--- config.mk ---
export PLATFORM = sky130hd
export DESIGN_NAME = radial_spotlight_dimmer_flat
export DESIGN_NICKNAME = d
export VERILOG_FILES = /design/src/rsd_pkg.sv /design/src/rsd_pix_if.sv /design/src/rsd_res_if.sv /design/src/rsd_cfg_if.sv /design/src/radial_spotlight_dimmer.sv /design/src/flat_wrapper.sv
export VERILOG_INCLUDE_DIRS = /design/src /design/src/src
export SDC_FILE = /design/constraint.sdc
export NUM_CORES = 2
export LEC_CHECK = 0
export BUFFER_PORTS_ARGS = -buffer_cell sky130_fd_sc_hd__buf_4
export CORE_ASPECT_RATIO = 0.7
export CORE_MARGIN = 4
export CORE_UTILIZATION = 46
export CTS_CLUSTER_DIAMETER = 80
export DETAILED_ROUTE_END_ITERATION = 10
export GPL_TIMING_DRIVEN = 0
export SETUP_SLACK_MARGIN = 0.4
export SLEW_MARGIN = 10
export SYNTH_ARGS = -nofsm -noshare
export SYNTH_HDL_FRONTEND = slang
export SYNTH_SLANG_ARGS = --single-unit
--- constraint.sdc ---
create_clock -name clk -period 10.75 [get_ports clk]
set_input_delay 1.075 -clock clk [delete_from_list [all_inputs] [get_ports clk]]
set_output_delay 1.075 -clock clk [all_outputs]
set_load 0.1 [all_outputs]
--- src/assert_macros.svh ---
// assertion macros shared by the rtl
// each macro expects clk and rst in scope of the module that uses it
`ifndef ASSERT_MACROS_SVH
`define ASSERT_MACROS_SVH

// same-cycle implication, quiet during reset
`define RSD_ASSERT_IMP(lbl, ante, cons) \
  lbl: assert property (@(posedge clk) disable iff (rst) (ante) |-> (cons)) \
    else $error("rsd assertion failed (same cycle)");

// next-cycle implication, quiet during reset
`define RSD_ASSERT_NXT(lbl, ante, cons) \
  lbl: assert property (@(posedge clk) disable iff (rst) (ante) |=> (cons)) \
    else $error("rsd assertion failed (next cycle)");

`endif

--- src/rsd_pkg.sv ---
// constants for the radial spotlight dimmer
// no dependencies; used by the result and config interfaces and the top level
`timescale 1ns / 1ps
`default_nettype none

package rsd_pkg;

  localparam int unsigned CENTER_BITS  = 14;
  localparam int unsigned DIST_BITS    = 8;
  localparam int unsigned DIST_CAP     = 160;
  localparam int unsigned FALLOFF_DEN  = 200;
  localparam int unsigned CFG_IDX_BITS = 2;

  // register indexes on the config channel
  localparam logic [CFG_IDX_BITS-1:0] CFG_CENTER_X = 2'd0;
  localparam logic [CFG_IDX_BITS-1:0] CFG_CENTER_Y = 2'd1;

endpackage

`default_nettype wire

--- src/rsd_pix_if.sv ---
// pixel input channel: valid/ready plus coordinates and luminance
// depends on nothing but its own parameters
`timescale 1ns / 1ps
`default_nettype none

interface rsd_pix_if #(
  parameter int COORD_BITS = 12,
  parameter int LUM_BITS   = 16
);
  logic                  valid;
  logic                  ready;
  logic [COORD_BITS-1:0] pixel_x;
  logic [COORD_BITS-1:0] pixel_y;
  logic [LUM_BITS-1:0]   lum_in;

  modport source (output valid, output pixel_x, output pixel_y, output lum_in,
                  input ready);
  modport sink   (input valid, input pixel_x, input pixel_y, input lum_in,
                  output ready);
endinterface

`default_nettype wire

--- src/rsd_res_if.sv ---
// result channel: valid/ready plus dimmed luminance and saturated distance
// uses rsd_pkg for the distance width
`timescale 1ns / 1ps
`default_nettype none

interface rsd_res_if #(
  parameter int LUM_BITS = 16
);
  logic                           valid;
  logic                           ready;
  logic [LUM_BITS-1:0]            lum_out;
  logic [rsd_pkg::DIST_BITS-1:0]  dist_sat;

  modport source (output valid, output lum_out, output dist_sat, input ready);
  modport sink   (input valid, input lum_out, input dist_sat, output ready);
endinterface

`default_nettype wire

--- src/rsd_cfg_if.sv ---
// config write channel: valid/ready, register index and write data
// uses rsd_pkg for the index and data widths
`timescale 1ns / 1ps
`default_nettype none

interface rsd_cfg_if;
  logic                             valid;
  logic                             ready;
  logic [rsd_pkg::CFG_IDX_BITS-1:0] index;
  logic [rsd_pkg::CENTER_BITS-1:0]  data;

  modport source (output valid, output index, output data, input ready);
  modport sink   (input valid, input index, input data, output ready);
endinterface

`default_nettype wire

--- src/radial_spotlight_dimmer.sv ---
// radial spotlight dimmer: eight-stage pipeline from pixel to dimmed pixel
// depends on rsd_pkg, rsd_pix_if, rsd_res_if, rsd_cfg_if and assert_macros.svh
//
// usage:
//   pix carries one pixel per beat (pixel_x, pixel_y, lum_in); res returns
//   one beat per pixel, in order, with lum_out = floor(lum_in*(200-d)/200)
//   and dist_sat = d = min(ceil(sqrt(dx^2+dy^2)), 160).
//   cfg writes center_x (index 0) or center_y (index 1), 14-bit signed;
//   cfg is always ready, other indexes are dropped. write only while idle.
//   a pixel passes through the eight register stages to res (subtract,
//   magnitude, squares, two half square roots, scale multiply, reciprocal
//   multiply, remainder fix); throughput is one pixel per clock while res
//   takes results.
//   each stage moves when its successor has room, so bubbles are squeezed
//   out and pix.ready stays high while the pipe is not full, even when a
//   result is waiting on res. a stalled result holds in the output register.
//   synchronous reset clears all valid bits and both center registers to 0.
`timescale 1ns / 1ps
`default_nettype none
`include "assert_macros.svh"

module radial_spotlight_dimmer #(
  parameter int COORD_BITS = 12,
  parameter int LUM_BITS   = 16
) (
  input  wire logic  clk,
  input  wire logic  rst,
  rsd_cfg_if.sink    cfg,
  rsd_pix_if.sink    pix,
  rsd_res_if.source  res
);
  import rsd_pkg::*;

  localparam int DW       = ((COORD_BITS > CENTER_BITS) ? COORD_BITS : CENTER_BITS) + 2;
  localparam int PW       = LUM_BITS + DIST_BITS;
  localparam int K        = PW + 1;
  localparam int RECIP_W  = K - 7;
  localparam int SAT_SUM  = (DIST_CAP - 1) * (DIST_CAP - 1);
  localparam logic [K:0]         POW_K  = {1'b1, {K{1'b0}}};
  localparam logic [RECIP_W-1:0] RECIP  = RECIP_W'(POW_K / (K+1)'(FALLOFF_DEN));
  localparam logic signed [DW-1:0] CAP_POS = DW'(DIST_CAP);
  localparam logic signed [DW-1:0] CAP_NEG = -CAP_POS;

  typedef struct packed {
    logic [8:0] rem;
    logic [7:0] root;
  } sq_t;

  // one root bit of the restoring square root, from two radicand bits
  function automatic sq_t sqrt_step(input sq_t s, input logic [1:0] pair);
    logic [10:0] rem_sh;
    logic [10:0] trial;
    sq_t         r;
    rem_sh = {s.rem, pair};
    trial  = {1'b0, s.root, 2'b01};
    if (rem_sh >= trial) begin
      r.rem  = 9'(rem_sh - trial);
      r.root = {s.root[6:0], 1'b1};
    end else begin
      r.rem  = rem_sh[8:0];
      r.root = {s.root[6:0], 1'b0};
    end
    return r;
  endfunction

  // config registers
  logic signed [CENTER_BITS-1:0] center_x;
  logic signed [CENTER_BITS-1:0] center_y;

  assign cfg.ready = 1'b1;

  always_ff @(posedge clk) begin
    if (rst) begin
      center_x <= '0;
      center_y <= '0;
    end else if (cfg.valid) begin
      unique case (cfg.index)
        CFG_CENTER_X: center_x <= cfg.data;
        CFG_CENTER_Y: center_y <= cfg.data;
        default: ;
      endcase
    end
  end

  // stage valids and enables
  logic s1_valid, s2_valid, s3_valid, s4_valid, s5_valid, s6_valid, s7_valid;
  logic res_valid;
  logic en1, en2, en3, en4, en5, en6, en7, en8;

  assign en8 = !res_valid || res.ready;
  assign en7 = !s7_valid || en8;
  assign en6 = !s6_valid || en7;
  assign en5 = !s5_valid || en6;
  assign en4 = !s4_valid || en5;
  assign en3 = !s3_valid || en4;
  assign en2 = !s2_valid || en3;
  assign en1 = !s1_valid || en2;
  assign pix.ready = en1;

  always_ff @(posedge clk) begin
    if (rst) begin
      s1_valid  <= 1'b0;
      s2_valid  <= 1'b0;
      s3_valid  <= 1'b0;
      s4_valid  <= 1'b0;
      s5_valid  <= 1'b0;
      s6_valid  <= 1'b0;
      s7_valid  <= 1'b0;
      res_valid <= 1'b0;
    end else begin
      if (en1) s1_valid  <= pix.valid;
      if (en2) s2_valid  <= s1_valid;
      if (en3) s3_valid  <= s2_valid;
      if (en4) s4_valid  <= s3_valid;
      if (en5) s5_valid  <= s4_valid;
      if (en6) s6_valid  <= s5_valid;
      if (en7) s7_valid  <= s6_valid;
      if (en8) res_valid <= s7_valid;
    end
  end

  // stage 1: offsets from the center
  logic signed [DW-1:0] px_e, py_e, cx_e, cy_e;
  logic signed [DW-1:0] s1_dx, s1_dy;
  logic [LUM_BITS-1:0]  s1_lum;

  assign px_e = signed'({{(DW-COORD_BITS){1'b0}}, pix.pixel_x});
  assign py_e = signed'({{(DW-COORD_BITS){1'b0}}, pix.pixel_y});
  assign cx_e = {{(DW-CENTER_BITS){center_x[CENTER_BITS-1]}}, center_x};
  assign cy_e = {{(DW-CENTER_BITS){center_y[CENTER_BITS-1]}}, center_y};

  always_ff @(posedge clk) begin
    if (en1) begin
      s1_dx  <= px_e - cx_e;
      s1_dy  <= py_e - cy_e;
      s1_lum <= pix.lum_in;
    end
  end

  // stage 2: magnitudes, far flag when either axis alone reaches the cap
  logic signed [DW-1:0] mag_x, mag_y;
  logic                 far_x, far_y;
  logic [7:0]           s2_mx, s2_my;
  logic                 s2_far;
  logic [LUM_BITS-1:0]  s2_lum;

  assign mag_x = s1_dx[DW-1] ? -s1_dx : s1_dx;
  assign mag_y = s1_dy[DW-1] ? -s1_dy : s1_dy;
  assign far_x = (s1_dx >= CAP_POS) || (s1_dx <= CAP_NEG);
  assign far_y = (s1_dy >= CAP_POS) || (s1_dy <= CAP_NEG);

  always_ff @(posedge clk) begin
    if (en2) begin
      s2_mx  <= mag_x[7:0];
      s2_my  <= mag_y[7:0];
      s2_far <= far_x || far_y;
      s2_lum <= s1_lum;
    end
  end

  // stage 3: squared distance and saturation
  logic [15:0]         sum2;
  logic [15:0]         s3_sum;
  logic                s3_sat;
  logic [LUM_BITS-1:0] s3_lum;

  assign sum2 = 16'(s2_mx) * 16'(s2_mx) + 16'(s2_my) * 16'(s2_my);

  always_ff @(posedge clk) begin
    if (en3) begin
      s3_sum <= sum2;
      s3_sat <= s2_far || (sum2 > 16'(SAT_SUM));
      s3_lum <= s2_lum;
    end
  end

  // stage 4: upper four root digits
  sq_t                 sq_hi;
  sq_t                 s4_sq;
  logic [7:0]          s4_low;
  logic                s4_sat;
  logic [LUM_BITS-1:0] s4_lum;

  always_comb begin
    sq_hi = '0;
    for (int i = 3; i >= 0; i--) begin
      sq_hi = sqrt_step(sq_hi, s3_sum[8 + 2*i +: 2]);
    end
  end

  always_ff @(posedge clk) begin
    if (en4) begin
      s4_sq  <= sq_hi;
      s4_low <= s3_sum[7:0];
      s4_sat <= s3_sat;
      s4_lum <= s3_lum;
    end
  end

  // stage 5: lower four root digits, round up on a nonzero remainder
  sq_t                  sq_lo;
  logic [DIST_BITS-1:0] dist_c;
  logic [DIST_BITS-1:0] s5_dist;
  logic [LUM_BITS-1:0]  s5_lum;

  always_comb begin
    sq_lo = s4_sq;
    for (int i = 3; i >= 0; i--) begin
      sq_lo = sqrt_step(sq_lo, s4_low[2*i +: 2]);
    end
    if (s4_sat) begin
      dist_c = DIST_BITS'(DIST_CAP);
    end else begin
      dist_c = sq_lo.root + DIST_BITS'(sq_lo.rem != '0);
    end
  end

  always_ff @(posedge clk) begin
    if (en5) begin
      s5_dist <= dist_c;
      s5_lum  <= s4_lum;
    end
  end

  // stage 6: luminance times (200 - d)
  logic [DIST_BITS-1:0] factor;
  logic [PW-1:0]        s6_prod;
  logic [DIST_BITS-1:0] s6_dist;

  assign factor = DIST_BITS'(FALLOFF_DEN) - s5_dist;

  always_ff @(posedge clk) begin
    if (en6) begin
      s6_prod <= PW'(s5_lum) * PW'(factor);
      s6_dist <= s5_dist;
    end
  end

  // stage 7: quotient estimate by reciprocal, low by at most one
  logic [PW+RECIP_W-1:0] qmul;
  logic [LUM_BITS-1:0]   s7_q0;
  logic [PW-1:0]         s7_prod;
  logic [DIST_BITS-1:0]  s7_dist;

  assign qmul = (PW+RECIP_W)'(s6_prod) * (PW+RECIP_W)'(RECIP);

  always_ff @(posedge clk) begin
    if (en7) begin
      s7_q0   <= qmul[K +: LUM_BITS];
      s7_prod <= s6_prod;
      s7_dist <= s6_dist;
    end
  end

  // stage 8: remainder check and output register
  logic [PW-1:0]        fix_rem;
  logic [LUM_BITS-1:0]  lum_out_r;
  logic [DIST_BITS-1:0] dist_r;

  assign fix_rem = s7_prod - PW'(s7_q0) * PW'(FALLOFF_DEN);

  always_ff @(posedge clk) begin
    if (en8) begin
      lum_out_r <= (fix_rem >= PW'(FALLOFF_DEN)) ? s7_q0 + LUM_BITS'(1) : s7_q0;
      dist_r    <= s7_dist;
    end
  end

  assign res.valid    = res_valid;
  assign res.lum_out  = lum_out_r;
  assign res.dist_sat = dist_r;

  `RSD_ASSERT_NXT(a_accept_enters, pix.valid && pix.ready, s1_valid)
  `RSD_ASSERT_IMP(a_sat_bound, s3_valid && !s3_sat, s3_sum <= 16'(SAT_SUM))
  `RSD_ASSERT_IMP(a_dist_cap, s5_valid, s5_dist <= DIST_BITS'(DIST_CAP))
  `RSD_ASSERT_IMP(a_div_fix, s7_valid, fix_rem < PW'(2 * FALLOFF_DEN))

endmodule

`default_nettype wire

--- src/flat_wrapper.sv ---
// flat-port wrapper written by rule: the top's interface ports become plain ports
module radial_spotlight_dimmer_flat import rsd_pkg::*;
#(
  parameter int COORD_BITS = 12,
  parameter int LUM_BITS   = 16
)
  (clk, rst, cfg_valid, cfg_index, cfg_data, cfg_ready, pix_valid, pix_pixel_x, pix_pixel_y, pix_lum_in, pix_ready, res_valid, res_lum_out, res_dist_sat, res_ready);
  rsd_cfg_if cfg_i ();
  rsd_pix_if #(.COORD_BITS(COORD_BITS), .LUM_BITS(LUM_BITS)) pix_i ();
  rsd_res_if #(.LUM_BITS(LUM_BITS)) res_i ();
  input  wire logic clk;
  input  wire logic rst;
  input wire logic [$bits(cfg_i.valid)-1:0] cfg_valid;
  input wire logic [$bits(cfg_i.index)-1:0] cfg_index;
  input wire logic [$bits(cfg_i.data)-1:0] cfg_data;
  output wire logic [$bits(cfg_i.ready)-1:0] cfg_ready;
  input wire logic [$bits(pix_i.valid)-1:0] pix_valid;
  input wire logic [$bits(pix_i.pixel_x)-1:0] pix_pixel_x;
  input wire logic [$bits(pix_i.pixel_y)-1:0] pix_pixel_y;
  input wire logic [$bits(pix_i.lum_in)-1:0] pix_lum_in;
  output wire logic [$bits(pix_i.ready)-1:0] pix_ready;
  output wire logic [$bits(res_i.valid)-1:0] res_valid;
  output wire logic [$bits(res_i.lum_out)-1:0] res_lum_out;
  output wire logic [$bits(res_i.dist_sat)-1:0] res_dist_sat;
  input wire logic [$bits(res_i.ready)-1:0] res_ready;
  assign cfg_i.valid = cfg_valid;
  assign cfg_i.index = cfg_index;
  assign cfg_i.data = cfg_data;
  assign cfg_ready = cfg_i.ready;
  assign pix_i.valid = pix_valid;
  assign pix_i.pixel_x = pix_pixel_x;
  assign pix_i.pixel_y = pix_pixel_y;
  assign pix_i.lum_in = pix_lum_in;
  assign pix_ready = pix_i.ready;
  assign res_valid = res_i.valid;
  assign res_lum_out = res_i.lum_out;
  assign res_dist_sat = res_i.dist_sat;
  assign res_i.ready = res_ready;
  radial_spotlight_dimmer #(.COORD_BITS(COORD_BITS), .LUM_BITS(LUM_BITS)) u_core (.clk(clk), .rst(rst), .cfg(cfg_i), .pix(pix_i), .res(res_i));
endmodule
# == Word-level counts from Yosys, hierarchy flattened ==
# Index checks and enable logic that the tools add are counted.
# totals
register_bits,318
latchBits,0
ramBits,0
romBits,0
inputBits,61
out_inout_bits,27
elab_cells,106
n_memories,0
# op_classes
addsub,17
n_mul,5
n_div,0
order_cmp,14
n_eq_ne,1
shifts,0
mux,11
bitwise,0
reduce_logical,24
# ops
op,count
two-way mux 17 bit,8
>= comparator 11 x 10 -> 1 bit,7
subtractor 9 bit,7
multiplier 24 x 16 -> 39 bit (second input constant),1
multiplier 8 x 8 -> 16 bit,2
>= comparator 15 x 9 -> 1 bit (second input constant),2
<= comparator 15 x 9 -> 1 bit (second input constant),2
subtractor 13 x 14 -> 15 bit,2
>= comparator 24 x 8 -> 1 bit (second input constant),1
multiplier 16 x 8 -> 24 bit,1
subtractor 24 bit,1
multiplier 16 x 5 -> 21 bit (second input constant),1
adder 16 x 1 -> 16 bit (second input constant),1
adder 16 bit,1
> comparator 16 x 15 -> 1 bit (second input constant),1
two-way mux 16 bit,1
two-way mux 8 bit,2
negator 8 bit,2
logical OR 1 bit,12
nonzero test 9 bit,1
adder 8 x 1 -> 8 bit,1
zero test 1 bit,8
subtractor 8 bit (first input constant),1
AND reduction 2 bit,2
other kinds (4),4

# == Longest topological paths before layout ==
# depth
ltp_word,10
ltp_mapped,44
mapped_depth_nobuf,41

# == Worst setup path before layout ==
# No wires, ideal clock.
# synth_path
path_type,reg-to-reg
start,register u_core.s4_sq[1] (netlist bit)
end,register u_core.s5_dist[7] (data pin)
setup_ns,0.265
arrival_time_ns,8.244
required_ns,10.485
path_slack_ns,2.241
path_stages_with_launch,39
path_buffers,4
period_less_slack_ns,8.509
cell_sequence,edfxtp_1 -> inv_1 -> ha_1 -> and4b_1 -> o21a_1 -> a211o_4 -> buf_6 -> a21oi_1 -> ha_1 -> and3_1 -> a41o_1 -> a2111o_1 -> o31ai_4 -> nand4_4 -> buf_6 -> nand2_1 -> xor2_1 -> ha_1 -> [3 not listed] -> o31ai_1 -> nor3_2 -> buf_4 -> buf_2 -> o21ai_0 -> ha_1 -> and3_1 -> a221oi_1 -> inv_1 -> a221o_1 -> or3b_4 -> mux2i_1 -> ha_1 -> inv_1 -> or3_1 -> nor4_1 -> a21oi_1 -> or3_1
# synth_between
elab_chain_cells,10
elab_cells_between_ends,14
cone_classes,5 x add/sub; 4 x order compare; 4 x mux; 1 x reduce/logical
# synth_lines
item,line_no,rtl
"start, declared",radial_spotlight_dimmer.sv:179,sq_t s4_sq;
"start signal, assigned",radial_spotlight_dimmer.sv:193,s4_sq <= sq_hi;
subtractor 9 bit / >= comparator 11 x 10 -> 1 bit (equally long branches),"radial_spotlight_dimmer.sv:57, radial_spotlight_dimmer.sv:56",
two-way mux 17 bit (*),radial_spotlight_dimmer.sv:56,if (rem_sh >= trial) begin
subtractor 9 bit / >= comparator 11 x 10 -> 1 bit (equally long branches),"radial_spotlight_dimmer.sv:57, radial_spotlight_dimmer.sv:56",
two-way mux 17 bit (*),radial_spotlight_dimmer.sv:56,
subtractor 9 bit / >= comparator 11 x 10 -> 1 bit (equally long branches),"radial_spotlight_dimmer.sv:57, radial_spotlight_dimmer.sv:56",
two-way mux 17 bit (*),radial_spotlight_dimmer.sv:56,
>= comparator 11 x 10 -> 1 bit / subtractor 9 bit (equally long branches),"radial_spotlight_dimmer.sv:56, radial_spotlight_dimmer.sv:57",
two-way mux 17 bit (*),radial_spotlight_dimmer.sv:56,
nonzero test 9 bit,radial_spotlight_dimmer.sv:214,dist_c = sq_lo.root + DIST_BITS'(sq_lo.rem != '0);
adder 8 x 1 -> 8 bit (*),radial_spotlight_dimmer.sv:214,
"end signal, assigned",radial_spotlight_dimmer.sv:220,s5_dist <= dist_c;
"end, declared",radial_spotlight_dimmer.sv:203,logic [DIST_BITS-1:0] s5_dist;
# Mark *: on every way between the ends. The rest lies on a longest branch, timed or not.
# A chain may end at the register's enable or synchronous reset.

# == Worst setup path in the final report ==
# layout_path
start,register u_core.s4_sq[2] (netlist bit)
end,register u_core.s5_dist[7] (data pin)
# Same word-level chain as after synthesis.

==> impl.org <==
** Detailed routing
- After detailed routing, the number of vias per cell comes to 5.14.
- The detail route stage leaves a number of antenna-violating nets equal to 0.
- The first TritonRoute pass finished after 5 iterations.
- Remaining design rule violation count :: 0
- Total wirelength of the detailed-routed design :: 63.0 mm
- Number of vias after detailed routing :: 19,800
- For this block, the initial DRC count from the detailed router was 1,118.
- In the final routed layout, each cell accounts on average for 16.4 um.

** Placement
- Summed over all nets, the half-perimeter wirelength after detailed placement is 51.9 mm.
- At the end of routability-driven placement, the weighted congestion stood at 0.881.
- Number of placed cells counting well taps :: 3,788
- In this run the tool buffered the top-level ports with 85 buffer cells.

** STA
- Shortest period the worst path allows :: 9.77 ns
- For the final routed database, the setup TNS stands at 0 ns.
- The max-slew violation total from the final report was 0.
- In the finished design, the share of the clock period the worst path needs comes to 0.909.
- Worst clock skew :: 0.0224 ns
- RSZ-0062 raised after global routing :: false
- Across all hold checks on the routed design, the worst slack comes to 0.410 ns.
- Highest Clock Rate :: 102 MHz
- Headroom to the max-slew limit came out at 0.160.
- Number of hold-slack violations in the final timing report :: 0
- Endpoints failing setup :: 0
- Slew at the pin closest to its max-slew limit :: 1.25 ns

** Logic synthesis
- Ranked by instance count, the synthesized netlist is headed by 489 x sky130_fd_sc_hd__inv_1, 423 x sky130_fd_sc_hd__ha_1, 335 x sky130_fd_sc_hd__fa_1, 275 x sky130_fd_sc_hd__edfxtp_1, 215 x sky130_fd_sc_hd__nand2_1.
- Synthesis produced a netlist with a net count of 3,637.
- Most used flip-flop cell after synthesis :: sky130_fd_sc_hd__edfxtp_1
- Syn avg cell area :: 10.7 um2
- Post-synth top area share :: 0.274
- Most instantiated library cell after synthesis :: sky130_fd_sc_hd__inv_1
- Number of enable flip-flop cells after synthesis :: 275
- Number of warnings issued by yosys :: 0
- Proportion of synthesized chip area in sequential cells :: 0.297
- Count of unique library cells instantiated by Yosys :: 82
- The mapped netlist covers 30,200 um2.
- Cell type with the highest aggregate area in the netlist :: sky130_fd_sc_hd__edfxtp_1
- Async SR Flop Fraction :: 0
- After synthesis the netlist holds a flip-flop and latch count of 311.
- Largest cells by area after synthesis :: sky130_fd_sc_hd__edfxtp_1 27%, sky130_fd_sc_hd__fa_1 22%, sky130_fd_sc_hd__ha_1 18%
- Gate Count Post-Synth :: 2,818

** Worst setup path
- In this run the worst path has a maximum fanout of 10.
- Startpoint of the worst setup timing path :: u_core.s4_sq[2]$_DFFE_PP_
- Critical Path Sink Type :: flop
- Critical R2R Launch :: u_core.s4_sq[2]$_DFFE_PP_
- Data arrives at the worst endpoint at 10.07 ns.
- Type of origin of the critical path :: flop
- The slowest stage of the critical path belongs to the cell sky130_fd_sc_hd__edfxtp_1.
- The critical path is of the reg2reg type.
- Max incr delay on CP :: 0.46 ns
- Cell occurring most often along the worst timing path :: sky130_fd_sc_hd__ha_1
- At the worst endpoint, the required time is 11.05 ns.

** Clock network
- The tree is rooted in a sky130_fd_sc_hd__clkbuf_16.
- Post-CTS Hold Buffers :: 0
- Clock latency of the later-clocked register in the worst-skew pair :: 0.55 ns
- In this run the post-CTS setup repair buffer count came out at 0.
- TritonCTS built the clock tree.
- The clock passes through at most 3 buffers.
- The clock tree synthesis step divided the H-tree into 2 levels.
- Clock transition time at the flip-flop clock pins of the worst setup and hold paths :: 0.06 ns
- CTS Sinks :: 311
- Counting the buffers created by CTS gives 37.

** Layout
- For this run, the share of the core covered by cells in the final layout is 0.512.
- Final standard cell count with taps included and fillers excluded :: 3,852
- Of the cells placed in the final design, the portion with a size suffix greater than 1 is 0.0626.
- At the end of the flow, the number of nets in the layout was 3,766.
- Count of antenna diodes in the layout :: 0
- The area growth from synthesis to layout is 10.1%.

** Worst hold path
- Class of the tightest hold or removal check :: reg2reg
- The worst hold path begins at u_core.s3_sum[0]$_DFFE_PP_.

** Global routing
- All-layer global routing usage :: 0.185
- First-pass GRT wire length :: 106 mm
- The initial antenna violation count came to 1.
- Entering global routing, the biggest net connects 49 pins.
- Via count of the first global-routing pass :: 20,800
- Grt total ovfl :: 0

** Floorplanning
- In this run the horizontal extent of the chip is 314 um.
- After floorplanning, the core was divided into 78 placement rows.
- From bottom edge to top edge, the die measures 222 um.
- In this run the count of I/O pins placed on the die edge is 88.
- The initial utilization of the core area, before any placement, comes to 0.465.
- The die covers 69,900 um2.
- The floorplan step defined a core boundary enclosing 64,900 um2.

** Run status
- Result of the run :: completed

** Run
- Across the run, the number of max-cap violations was 0.
==> per-stage QoR <==
stage                     setup slack [ns]  instance area [um2]
after floorplan                       2.24                30200
after global placement               0.907                31900
after detailed placement             0.824                32000
after CTS                            0.789                33200
after global routing                 0.422                33200
final                                0.978                33200
==> layout make-up <==
class	instances	area, um2
inverter	492	1850
clock inverter	19	210
buffer	40	174
clock buffer	45	977
timing repair buffer	90	732
tap	880	1100
multi-input combinational	1975	19200
fill	5896	31700
sequential	311	8980
==> registers in the layout (all words and copies together) (netlist names), 13 cells and up <==
name and count:
u_core.s7_prod 21, u_core.s3_lum 16, u_core.s1_lum 16, u_core.s1_dy 15, u_core.s4_sq 13, u_core.s1_dx 15, u_core.s4_lum 16, u_core.center_x 14
u_core.s7_q0 16, u_core.s5_lum 16, u_core.res.lum_out 16, u_core.center_y 14, u_core.s6_prod 24, u_core.s2_lum 16, u_core.s3_sum 16
==> layer usage <==
metal / share of wire / GRT usage / wire length (um) / vias up
li1: - / - / - / 9657
met1: 0.49 / 0.278 / 31100 / 9685
met2: 0.44 / 0.285 / 27700 / 362
met3: 0.049 / 0.0297 / 3100 / 83
met4: 0.017 / 0.0368 / 1090 / 2
met5: 0.00021 / 0 / 13 / -
==> worst paths after layout <==
| kind | endpoint | slack (ns) | depth (start not counted) |
|---|---|---|---|
| min reg2reg | u_core.s4_low[0]$_DFFE_PP_ | 0.41 | 0 |
| min | u_core.s4_low[0]$_DFFE_PP_ | 0.41 | 0 |
| max reg2reg | u_core.s5_dist[7]$_SDFFCE_PP1P_ | 0.98 | 38 |
| max | u_core.s5_dist[7]$_SDFFCE_PP1P_ | 0.98 | 38 |
==> cell usage in the layout, fill, tap and decap left out, types with 29 or more instances in the layout <==
| master | netlist | final |
|---|---|---|
| sky130_fd_sc_hd__dfxtp_1 | 36 | 36 |
| sky130_fd_sc_hd__ha_1 | 423 | 423 |
| sky130_fd_sc_hd__a21oi_1 | 129 | 129 |
| sky130_fd_sc_hd__nor3_1 | 29 | 29 |
| sky130_fd_sc_hd__nor2b_1 | 50 | 50 |
| sky130_fd_sc_hd__clkbuf_16 | 0 | 38 |
| sky130_fd_sc_hd__nor2_1 | 127 | 127 |
| sky130_fd_sc_hd__nand2_1 | 215 | 213 |
| sky130_fd_sc_hd__edfxtp_1 | 275 | 275 |
| sky130_fd_sc_hd__o21ai_0 | 99 | 99 |
| sky130_fd_sc_hd__buf_4 | 2 | 87 |
| sky130_fd_sc_hd__xor2_1 | 45 | 45 |
| sky130_fd_sc_hd__inv_1 | 489 | 486 |
| sky130_fd_sc_hd__xnor2_1 | 105 | 105 |
| sky130_fd_sc_hd__and2_1 | 86 | 86 |
| sky130_fd_sc_hd__fa_1 | 335 | 335 |
| sky130_fd_sc_hd__clkbuf_1 | 35 | 42 |
| sky130_fd_sc_hd__nand3_1 | 42 | 41 |
==> logic make-up (layout without fill, tap and decap cells) <==
kind of cell / Yosys count / count (layout) / synth area share
adder cells (fa/ha/maj): 758 / 758 / 0.397
AO/OA/AOI/OAI: 377 / 377 / 0.0781
XOR/XNOR: 150 / 150 / 0.0435
AND/OR/NAND/NOR: 677 / 677 / 0.112
other: 1 / 1 / 0.000124
multiplexers: 12 / 12 / 0.00419
flip-flops: 311 / 311 / 0.297
buffers and inverters: 532 / 686 / 0.0672
==> critical path: cells and delay by family (launching register included) <==
| family | cells | cell delay, ns |
|---|---|---|
| buffers and inverters | 7 | 1.16 |
| adder cells (fa/ha/maj) | 5 | 1.56 |
| XOR/XNOR | 1 | 0.20 |
| AND/OR/NAND/NOR | 10 | 2.61 |
| AO/OA/AOI/OAI | 14 | 3.25 |
| multiplexers | 1 | 0.26 |
| flip-flops | 1 | 0.46 |
==> what timing repair did <==
action                                  CTS  global route
endpoints found under the hold margin     0             0
gates resized for setup                   0             3
endpoints found under the setup margin    0             2
Power is not shown: default switching activity piles up to over one toggle a cycle in this logic, so the estimate is an artifact.
